**src/hdl/audio_loop_recorder_top_macros.svh**
```systemverilog
// ----------------------------------------------------------------------------
// Assertion macros for the audio loop recorder
// Shared property forms, clocked on i_clk and disabled while in reset.
// ----------------------------------------------------------------------------
`ifndef AUDIO_LOOP_RECORDER_TOP_MACROS_SVH
`define AUDIO_LOOP_RECORDER_TOP_MACROS_SVH

// Consequent must hold in the same cycle as the antecedent.
`define ALR_ASSERT_SAME(lbl, ante, cons, msg) \
    lbl: assert property (@(posedge i_clk) disable iff (!i_rst_n) (ante) |-> (cons)) \
        else $error(msg);

// Consequent must hold in the cycle after the antecedent.
`define ALR_ASSERT_NEXT(lbl, ante, cons, msg) \
    lbl: assert property (@(posedge i_clk) disable iff (!i_rst_n) (ante) |=> (cons)) \
        else $error(msg);

`endif

```
**src/hdl/alr_pkg.sv**
```systemverilog
// ----------------------------------------------------------------------------
// Audio loop recorder package
// Sizes, constants, sequencer states and the multiplier control type.
// ----------------------------------------------------------------------------
package alr_pkg;

    localparam int DEPTH    = 4194304;
    localparam int ADDR_W   = $clog2(DEPTH);
    localparam int CNT_W    = $clog2(DEPTH + 1);
    localparam int SAMPLE_W = 24;
    localparam int KNOB_W   = 17;
    localparam int HOLD_W   = 16;
    localparam int FRAC_W   = 16;
    localparam int ACC_W    = SAMPLE_W + FRAC_W + 1;

    localparam logic [KNOB_W-1:0]   KNOB_ONE      = KNOB_W'(65536);
    localparam logic [HOLD_W-1:0]   HOLD_RESET    = HOLD_W'(1000);
    localparam logic [SAMPLE_W-1:0] SAMPLE_SIGN   = {1'b1, {(SAMPLE_W-1){1'b0}}};
    localparam logic [ACC_W-1:0]    ROUND_HALF    = ACC_W'(32768);

    typedef enum logic [2:0] {
        ST_IDLE,
        ST_READ,
        ST_UPD,
        ST_MUL1,
        ST_MUL2,
        ST_DONE
    } t_state;

    typedef struct packed {
        logic start;
        logic accum;
    } t_mac_ctl;

endpackage

```
**src/hdl/alr_mac.sv**
```systemverilog
// ----------------------------------------------------------------------------
// Shared multiply-accumulate unit
// Multiplies an offset-binary sample by a Q1.16 weight and accumulates.
// ----------------------------------------------------------------------------
module alr_mac
    import alr_pkg::*;
(
    input  logic                i_clk,
    input  t_mac_ctl            i_ctl,
    input  logic [SAMPLE_W-1:0] i_a,
    input  logic [KNOB_W-1:0]   i_b,
    output logic [ACC_W-1:0]    o_acc
);

    logic [ACC_W-1:0] prod;
    logic [ACC_W-1:0] r_acc;
    logic [ACC_W-1:0] n_acc;

    assign prod = ACC_W'(i_a) * ACC_W'(i_b);

    // A start seeds the rounding constant so the result only needs a shift.
    always_comb begin
        n_acc = r_acc;
        if (i_ctl.start) begin
            n_acc = ROUND_HALF + prod;
        end else if (i_ctl.accum) begin
            n_acc = r_acc + prod;
        end
    end

    always_ff @(posedge i_clk) begin
        r_acc <= n_acc;
    end

    assign o_acc = r_acc;

endmodule
```
**config.mk**
```make
export PLATFORM = sky130hd
export DESIGN_NAME = alr_mac
export DESIGN_NICKNAME = d
export VERILOG_FILES = /design/src/hdl/audio_loop_recorder_top_macros.svh /design/src/hdl/alr_pkg.sv /design/src/hdl/alr_mac.sv
export SDC_FILE = /design/constraint.sdc
export NUM_CORES = 1
export LEC_CHECK = 0
export ABC_AREA = 1
export BUFFER_PORTS_ARGS = -buffer_cell sky130_fd_sc_hd__buf_2
export CAP_MARGIN = 0
export CELL_PAD_IN_SITES_DETAIL_PLACEMENT = 1
export CELL_PAD_IN_SITES_GLOBAL_PLACEMENT = 1
export CORE_UTILIZATION = 30
export DETAILED_ROUTE_END_ITERATION = 10
export PLACE_DENSITY_LB_ADDON = 0.12
export RECOVER_POWER = 100
export SYNTH_ARGS = -nofsm -noshare
export SYNTH_HDL_FRONTEND = slang
export SYNTH_SLANG_ARGS = --single-unit
export TNS_END_PERCENT = 10
```
**constraint.sdc**
```tcl
create_clock -name i_clk -period 9.7 [get_ports i_clk]
set_input_delay 2.425 -clock i_clk [delete_from_list [all_inputs] [get_ports i_clk]]
set_output_delay 2.425 -clock i_clk [all_outputs]
set_load 0.02 [all_outputs]
```
# Word level (Yosys, flattened, before mapping)
# Cells that the tools add are included.
# classes
n_addsub,2
n_mul,1
mux,2
reduce_logical,1
# ops
cell,count
41-bit two-way mux,2
16-bit by 41-bit adder with 41-bit output (first input constant),1
41-bit adder,1
24-bit by 17-bit multiplier with 41-bit output,1
2-bit nonzero test,1
# totals
register_bits,41
in_bits,44
output_inout_bits,41
wordCells,7

# Longest topological paths before layout
# Gate-level depths: netlist (run 1).
# logic_depth
depth_word,4
depth_mapped,41
mapped_depth_nobuf,40

# Worst setup path before layout (run 1)
# Ideal clock, no wire load.
# synth_path
path_kind,input port to flip-flop
start,in i_a[18]
end,"reg r_acc[36], in the netlist o_acc[36], data pin"
arrival_time_ps,8814
t_required_ps,9447
setup_slack_ps,634
path_stages,35
path_cell_list,clkbuf_1 -> clkbuf_1 -> nand2_1 -> fa_1 -> inv_1 -> fa_1 -> inv_1 -> fa_1 -> inv_1 -> fa_1 -> fa_1 -> inv_1 -> fa_1 -> inv_1 -> ha_1 -> nand2_1 -> inv_1 -> nand2_1 -> inv_2 -> nand2_1 -> nand2_1 -> nand2_1 -> and2_1 -> nand2_1 -> nand2_1 -> nand2_1 -> inv_1 -> ha_1 -> a21o_1 -> o21bai_1 -> a221oi_1 -> nand3_1 -> or2_2 -> nand3_1 -> nand2_1
# synth_between
elab_chain_len,4
word_cells_on_any_way,5
cone_classes,2 x add/sub; 1 x mul; 2 x mux
# synth_rtl
item,line,text
"start, declared",alr_mac.sv:10,"input logic [SAMPLE_W-1:0] i_a,"
24-bit by 17-bit multiplier with 41-bit output *,alr_mac.sv:19,assign prod = ACC_W'(i_a) * ACC_W'(i_b);
41-bit adder,alr_mac.sv:27,n_acc = r_acc + prod;
41-bit two-way mux,alr_mac.sv:26,end else if (i_ctl.accum) begin
41-bit two-way mux *,alr_mac.sv:24,if (i_ctl.start) begin
via n_acc[36],alr_mac.sv:17,logic [ACC_W-1:0] n_acc;
"end signal, assigned",alr_mac.sv:32,r_acc <= n_acc;
"end, declared",alr_mac.sv:16,logic [ACC_W-1:0] r_acc;
# The timed path passes the listed nets; every way through them passes the cells marked *. The select of a mux whose other input is x is not followed.
# A chain may end at the register's enable or synchronous reset.

# Worst setup path after layout (run 1)
# layout_path
start,in i_b[14]
end,"reg r_acc[36], in the netlist o_acc[36], data pin"
# layout_between
elab_chain_len,4
word_cells_on_any_way,5
cone_classes,2 x add/sub; 1 x mul; 2 x mux
# layout_rtl
item,line,text
"start, declared",alr_mac.sv:11,"input logic [KNOB_W-1:0] i_b,"
24-bit by 17-bit multiplier with 41-bit output *,alr_mac.sv:19,
41-bit adder,alr_mac.sv:27,
41-bit two-way mux,alr_mac.sv:26,
41-bit two-way mux *,alr_mac.sv:24,
via n_acc[36],alr_mac.sv:17,
# Marked as above.

==> results of run 1 <==
logic make-up after synthesis:
logic type	after synthesis	synth area share [%]
XOR/XNOR	34	1.544
AO/OA/AOI/OAI	218	6.286
buffers and inverters	845	16.48
AND/OR/NAND/NOR	1166	24.87
adder cells (fa/ha/maj)	487	44.44
flip-flops	41	6.383
path summary, 6_finish.rpt:
kind | from | end | slack [ns] | depth (start not counted)
worst min-delay path | o_acc[0] | o_acc[0] | 0.70 | 3
worst min register to register | o_acc[0] | o_acc[0] | 0.70 | 3
worst max register to register | o_acc[0] | o_acc[30] | 6.06 | 15
worst max-delay path | i_b[14] | o_acc[36] | 0.27 | 33
layout by cell type (no fill, tap or decap), types with 4 or more instances in the layout:
cell	netlist	final
and2_1	4	4
o21ai_0	74	71
nand2_2	19	33
a21oi_2	3	10
clkbuf_4	0	11
clkbuf_1	87	47
clkbuf_16	0	5
xor2_1	22	22
inv_2	14	15
nor2_2	15	21
a21oi_1	87	80
nor2_1	136	125
nand2_1	835	821
o21ai_1	5	7
a21o_1	4	4
nand3_2	7	9
clkinv_1	6	6
nor3_1	15	14
fa_1	330	328
buf_12	0	6
buf_4	1	274
ha_2	0	5
ha_4	0	8
nand4_1	14	14
edfxtp_1	41	41
o21bai_1	11	10
ha_1	157	144
nand3_1	96	94
buf_2	2	17
inv_1	735	734
a31oi_1	13	12
o21a_1	5	5
or2_2	9	9
nor2_4	3	8
xnor2_1	12	12
metrics by stage:
step                setup slack, ns  util, %
CTS                        -0.01438    36.04
floorplan                    0.6336        -
global route               -0.04158    36.44
finish                       0.2708    36.44
detailed placement           -1.012    35.59
global placement             -1.054    35.59
layout make-up:
class                      count  area, um2  area share (%)
multi-input combinational   1905      15190           65.83
inverter                     755       2834           12.28
timing repair buffer         359       2570           11.14
sequential                    41       1231           5.336
tap                          846       1059           4.588
clock buffer                   5      125.1          0.5423
clock inverter                 3      65.06          0.2820
metal layers:
| metal | vias to the layer above | wire length, um |
|---|---|---|
| met2 | 177 | 34370 |
| met1 | 9097 | 31110 |
| li1 | 8740 | - |
| met4 | 0 | 1433 |
| met5 | - | 0 |
| met3 | 53 | 1013 |
worst register-to-register path, cell delays in order (launching register included):
cell and delay [ns]:
edfxtp_1 0.40, ha_1 0.35, fa_1 0.62, nand2_1 0.17, nand2_1 0.06, o21ai_0 0.08
buf_4 0.17, inv_1 0.08, a21oi_1 0.33, o21bai_1 0.20, a21oi_1 0.40, o31ai_1 0.13
buf_4 0.15, xor2_1 0.14, nand2_1 0.05, nand2_1 0.07
repair_timing:
item                       4_1_cts  5_1_grt
setup endpoints to repair        8       17
hold endpoints to repair         0        0
pin swaps                        5       12
gates resized for setup         23       85
setup buffers                    0        4
==> out/qor.yml, run 1 <==
cts_sinks: 41
setup-tns-final_ns: 0
grt.total_usage_pct: 21.25
initial_utilization_pct: 30.46
synth-edff-count: 41
ant_nets: 0
syn_inst: 2791
yosysWarnings: 0
rsz0062_at_grt: "true"
slew_viol_final: 42
finalSetupViolations: 0
grt_most_used_layer: "met2"
grt_max_degree: 59
fin_hold_ws_ns: 0.6993
cts_buffers: 5
slew_headroom_pct: -81.90
clk_pin_slew_ns: 0.07
clock_path_buffers: 2
die-height_um: 255.6
crit_top_cell: "fa_1"
critical_path_required_ns: 9.76
htreeDepth: 2
port_buffers: 84
synth_area_mm2: 0.01929
yosysTopAreaCell: "fa_1"
num-fill-cells: 8079
seq_area_frac_synth_pct: 6.383
antennaDiodeCount: 0
cts_tree: "yes"
ys_top_cells_by_count: "nand2_1, inv_1, fa_1"
grtUsageMet3_pct: 0.6338
cp_top_family: "adder cells"
drc_errors: 0
largest_reg_flops: 41
gr-total-overflow: 0
fin_cells: 3914
core-area_mm2: 0.06331
synth_nets: 3322
dr.pass1.iters: 5
syn-mean-instance-area_um2: 6.911
grt_pass1_wl_um: 110800
synthArstFlopShare_pct: 0
drive_above_1_share_pct: 14.70
place_area_mm2: 0.02253
worstSetupStartpointType: "input port"
area_growth_pct: 19.62
post-route-period-util_pct: 97.21
crit_buf_inv: 9
worstSetupPathType: "in -> reg"
drtIter0Drc: 633
cp_slowest_cell: "fa_1"
endpoint_kind: "register"
period_minus_slack_ns: 9.429
rows: 92
antenna_found_initial: 0
dp_cells: 3902
routabilityCongestion: 0.8937
yosys.area.top_type_share_pct: 34.25
die_w_um: 255.6
cp_max_fo: 13
cap_violations: 1
fin_worst_skew_ns: 0.01198
finalHoldViolCount: 0
ys_ff_latch: 41
vias_per_cell: 4.616
yosysMostFrequentCell: "nand2_1"
max_stage_delay_ns: 0.55
hpwl_um: 61040
met1_usage_pct: 28.16
fmax_mhz: 106.1
design_area_mm2: 0.02307
synth_ff_type: "edfxtp_1"
nNetsFinal: 3598
clock_latency_ns: 0.30
grtUsageMet2_pct: 38.18
ys_top_cells_by_area: "fa_1, nand2_1, inv_1"
ys_types: 45
worst_pin_slew_ns: 2.729
hp-class: "reg -> reg"
fp.dieArea_mm2: 0.06531
avgRoutedWirePerCell_um: 17.35
grt_pass1_vias: 20399
cp_data_arrival_time_ns: 9.49
ios: 85
wl_um: 67920
violations: "capacitance limit, slew limit"
status: "complete, but fails checks"
vias: 18067
cts_hold_buf: 0
cts-root-buf: "clkbuf_16"
Power of run 1 is left out: the tool's default activity adds up to more than one toggle a clock period on the data nets, which glitch-free logic cannot reach.
==> run 2: changes to the inputs <==
ABC_CLOCK_PERIOD_IN_PS = 9700   (was not set)
GPL_TIMING_DRIVEN = 0   (was not set)
TNS_END_PERCENT = not set   (was 10)
==> out/qor.yml, run 2 (synthesis gave the netlist of run 1 again) <==
cts_sinks: 41
core-area_mm2: 0.06331
layout_commonest_cell: "nand2_1"
hp-class: "reg -> reg"
cp_data_arrival_time_ns: 9.52
endpoint_kind: "register"
cp_max_fo: 10
drive_above_1_share_pct: 11.52
largest_reg_flops: 41
grt_pass1_vias: 19460
drtIter0Drc: 581
hpwl_um: 63950
rows: 92
worstSetupPathType: "in -> reg"
routabilityCongestion: 0.8771
grt.total_usage_pct: 23.15
critical_path_required_ns: 9.76
clk_pin_slew_ns: 0.08
post-route-period-util_pct: 97.60
design_area_mm2: 0.02227
die_w_um: 255.6
dr.pass1.iters: 4
cts_hold_buf: 0
fp.dieArea_mm2: 0.06531
status: "completed"
clock_path_buffers: 2
vias: 17412
rr_worst_depth: 13
slew_viol_final: 0
antenna_found_initial: 0
place_area_mm2: 0.02065
cts_tree: "yes"
max_stage_delay_ns: 0.56
post-route-util_pct: 35.18
rsz0062_at_grt: "true"
cp_slowest_cell: "fa_1"
fin_worst_skew_ns: 0.009035
cap_violations: 0
ios: 85
final_cell_mix: "nand2_1, inv_1, fa_1"
htreeDepth: 2
avgRoutedWirePerCell_um: 19.92
holdPathStages: 3
setup-tns-final_ns: 0
period_minus_slack_ns: 9.467
slew_headroom_pct: 24.75
worst_pin_slew_ns: 1.129
finalSetupViolations: 0
cts_buffers: 5
grt_pass1_wl_um: 115500
antennaDiodeCount: 0
fmax_mhz: 105.6
cts-root-buf: "clkbuf_16"
num-fill-cells: 8020
wl_um: 73910
gr-total-overflow: 0
vias_per_cell: 4.693
area_growth_pct: 15.48
finalHoldViolCount: 0
port_buffers: 60
ant_nets: 0
fin_hold_ws_ns: 0.7210
drc_errors: 0
grt_max_degree: 42
initial_utilization_pct: 30.46
clock_latency_ns: 0.31
die-height_um: 255.6
worstSetupStartpointType: "input port"
nNetsFinal: 3394
## run 2: cell count changes in the layout (fill, tap and decap cells not counted), sizes merged
cell | before | now
clkinv | 7 | 6
buf | 301 | 59
inv | 749 | 750
clkbuf | 63 | 101
## run 2: critical path: cells and delay by family
family                   cells  cell delay [ns]
adder cells (fa/ha/maj)      8             3.66
buffers and inverters        8             0.86
AO/OA/AOI/OAI                3             0.79
AND/OR/NAND/NOR             13             1.76
## run 2: per-layer routing
metal	share of wire (%)	wire [um]	track usage, %
met3	2.3	1669	1.357
met4	3.3	2429	7.152
met5	0	0	0
met2	50	36940	41.03
met1	44	32870	30.09
## run 2: final timing paths
kind | startpoint | to | slack (ns)
setup / recovery | i_b[15] | o_acc[36] | 0.23
hold / removal | o_acc[0] | o_acc[0] | 0.72
setup reg to reg | o_acc[0] | o_acc[30] | 6.12
hold reg to reg | o_acc[0] | o_acc[0] | 0.72
## run 2: cell type report
class | instances | area, um2 | area share (%)
buffer | 89 | 972.2 | 4.365
clock buffer | 5 | 125.1 | 0.5618
clock inverter | 3 | 68.82 | 0.3090
inverter | 755 | 2834 | 12.72
multi-input combinational | 1905 | 15660 | 70.32
sequential | 41 | 1231 | 5.528
tap | 846 | 1059 | 4.753
timing repair buffer | 66 | 321.6 | 1.444
## run 2: per-stage QoR
| stage | worst slack, ns | cells |
|---|---|---|
| floorplan | 0.6336 | 2791 |
| global placement | -1.607 | 3697 |
| detailed placement | -1.649 | 3697 |
| CTS | 0.001446 | 3706 |
| global route | -0.02675 | 3710 |
| finish | 0.2332 | 3710 |
## run 2: what timing repair did
item | 4_1_cts | 5_1_grt
endpoints found under the setup margin | 28 | 20
setup buffers | 1 | 5
pin swaps | 8 | 17
gates resized for setup | 263 | 180
Power of run 2 is left out for the same reason.
==> run 3: changes to the inputs <==
ABC_AREA = 0   (was 1)
==> out/qor.yml, run 3 <==
crit_top_cell: "fa_2"
max_stage_delay_ns: 0.57
synth_ff_type: "edfxtp_1"
worst_pin_slew_ns: 3.256
core-area_mm2: 0.05803
period_minus_slack_ns: 9.686
status: "complete, but fails checks"
vias: 14966
violations: "capacitance limit, slew limit"
fp.dieArea_mm2: 0.06004
gr-total-overflow: 0
slew_headroom_pct: -117.1
synth_nets: 2608
ys_ff_latch: 41
synth-edff-count: 41
critical_path_required_ns: 9.75
clk_pin_slew_ns: 0.07
finalSetupViolations: 0
cts-root-buf: "clkbuf_16"
cts_sinks: 41
cts_buffers: 5
die_w_um: 245.0
largest_reg_flops: 41
final_cell_mix: "inv_1, nand2_1, fa_1"
fin_worst_skew_ns: 0.01105
layout_commonest_cell: "inv_1"
ys_top_cells_by_count: "inv_1, nand2_1, fa_1"
avgRoutedWirePerCell_um: 20.37
ios: 85
drive_above_1_share_pct: 23.49
dr.pass1.iters: 4
hold_start: "o_acc[0]"
holdPathStages: 2
synthArstFlopShare_pct: 0
cp_data_arrival_time_ns: 9.74
finalHoldViolCount: 0
synth_area_mm2: 0.01772
hold_end: "o_acc[0]"
grt.total_usage_pct: 20.93
ant_nets: 0
yosysTopAreaCell: "fa_1"
cap_violations: 1
setup-tns-final_ns: 0
ys_types: 85
syn_inst: 2077
r2r_start: "o_acc[0]"
grt_pass1_wl_um: 95440
worstSetupPathType: "in -> reg"
yosysMostFrequentCell: "inv_1"
syn-mean-instance-area_um2: 8.531
hpwl_um: 49940
clock_latency_ns: 0.31
worstSetupStartpointType: "input port"
r2r_end: "o_acc[40]"
area_growth_pct: 31.43
port_buffers: 77
rows: 88
ys_top_cells_by_area: "fa_1, ha_1, inv_1"
cp_slowest_cell: "fa_2"
nNetsFinal: 2867
slew_viol_final: 42
wl_um: 63200
yosys.area.top_type_share_pct: 37.28
initial_utilization_pct: 30.54
endpoint_kind: "register"
fmax_mhz: 103.2
antenna_found_initial: 0
vias_per_cell: 4.823
fin_cells: 3103
cp_max_fo: 8
dp_cells: 2919
cts_tree: "yes"
drtIter0Drc: 517
fin_hold_ws_ns: 0.7838
post-route-period-util_pct: 99.86
finalWorstSetupSlack_ns: 0.01368
hp-class: "reg -> reg"
yosysWarnings: 0
rsz0062_at_grt: "true"
rr_worst_depth: 13
seq_area_frac_synth_pct: 6.948
grt_max_degree: 42
r2r_slack_ns: 5.90
grt_pass1_vias: 16226
drc_errors: 0
htreeDepth: 2
clock_path_buffers: 2
routabilityCongestion: 0.8373
dp_slack_ns: -2.152
die-height_um: 245.0
[run 3: how the worst max path moves through the flow]
stage	from	cells past startpoint	slack, ns	endpoint
after floorplan	i_a[21]	33	0.006	o_acc[40]
after global placement	i_a[10]	33	-2.05	o_acc[40]
after detailed placement	i_b[6]	32	-2.15	o_acc[40]
after CTS	i_a[3]	30	-0.09	o_acc[40]
after global routing	i_b[3]	31	-0.24	o_acc[33]
final	i_b[5]	31	0.01	o_acc[40]
[run 3: cells by family (layout without fill, tap and decap cells)]
logic type	Yosys count	after routing	share of synthesized area, %
mux	12	12	0.7132
xor+xnor	91	91	4.731
buf+inv	530	790	11.38
other cells	0	1	0
flops	41	41	6.948
compound gates	264	264	10.08
fa+ha+maj	487	487	48.37
simple gates	652	652	17.79
[run 3: area by class of cell]
class,count,area (um2)
fillers,6609,34740
clock buffers,6,128.9
diodes,1,2.502
multi-input cells,1506,15800
well taps,765,957.2
inverters,438,1644
clock inverters,2,33.78
flip-flops and latches,41,1231
repair buffers,256,2097
plain buffers,88,1396
[run 3: timing repair]
action | 4_1_cts | 5_1_grt
pin swaps | 49 | 140
hold buffers | 0 | 0
gates cloned | 0 | 1
gates resized for setup | 365 | 235
endpoints found under the setup margin | 23 | 18
buffers inserted | 76 | 102
[run 3: worst max-delay path, delay by kind of cell]
family,cells,cell delay [ns]
adder cells (fa/ha/maj),8,3.61
AO/OA/AOI/OAI,8,1.31
AND/OR/NAND/NOR,4,0.93
buffers and inverters,8,0.82
XOR/XNOR,2,0.32
multiplexers,1,0.32
[run 3: routing by layer]
metal	GRT usage, %	routed length [um]
met5	0	0
met4	2.721	806
met3	1.509	1104
met2	37.71	32790
met1	27.87	28500
[run 3: stage by stage]
| step | instance area, um2 | util, % |
|---|---|---|
| after floorplan | 17780 | - |
| after global placement | 19120 | 32.95 |
| after detailed placement | 19120 | 32.95 |
| after CTS | 21660 | 37.33 |
| after global routing | 23290 | 40.13 |
| final | 23290 | 40.14 |
Power of run 3 is left out for the same reason.
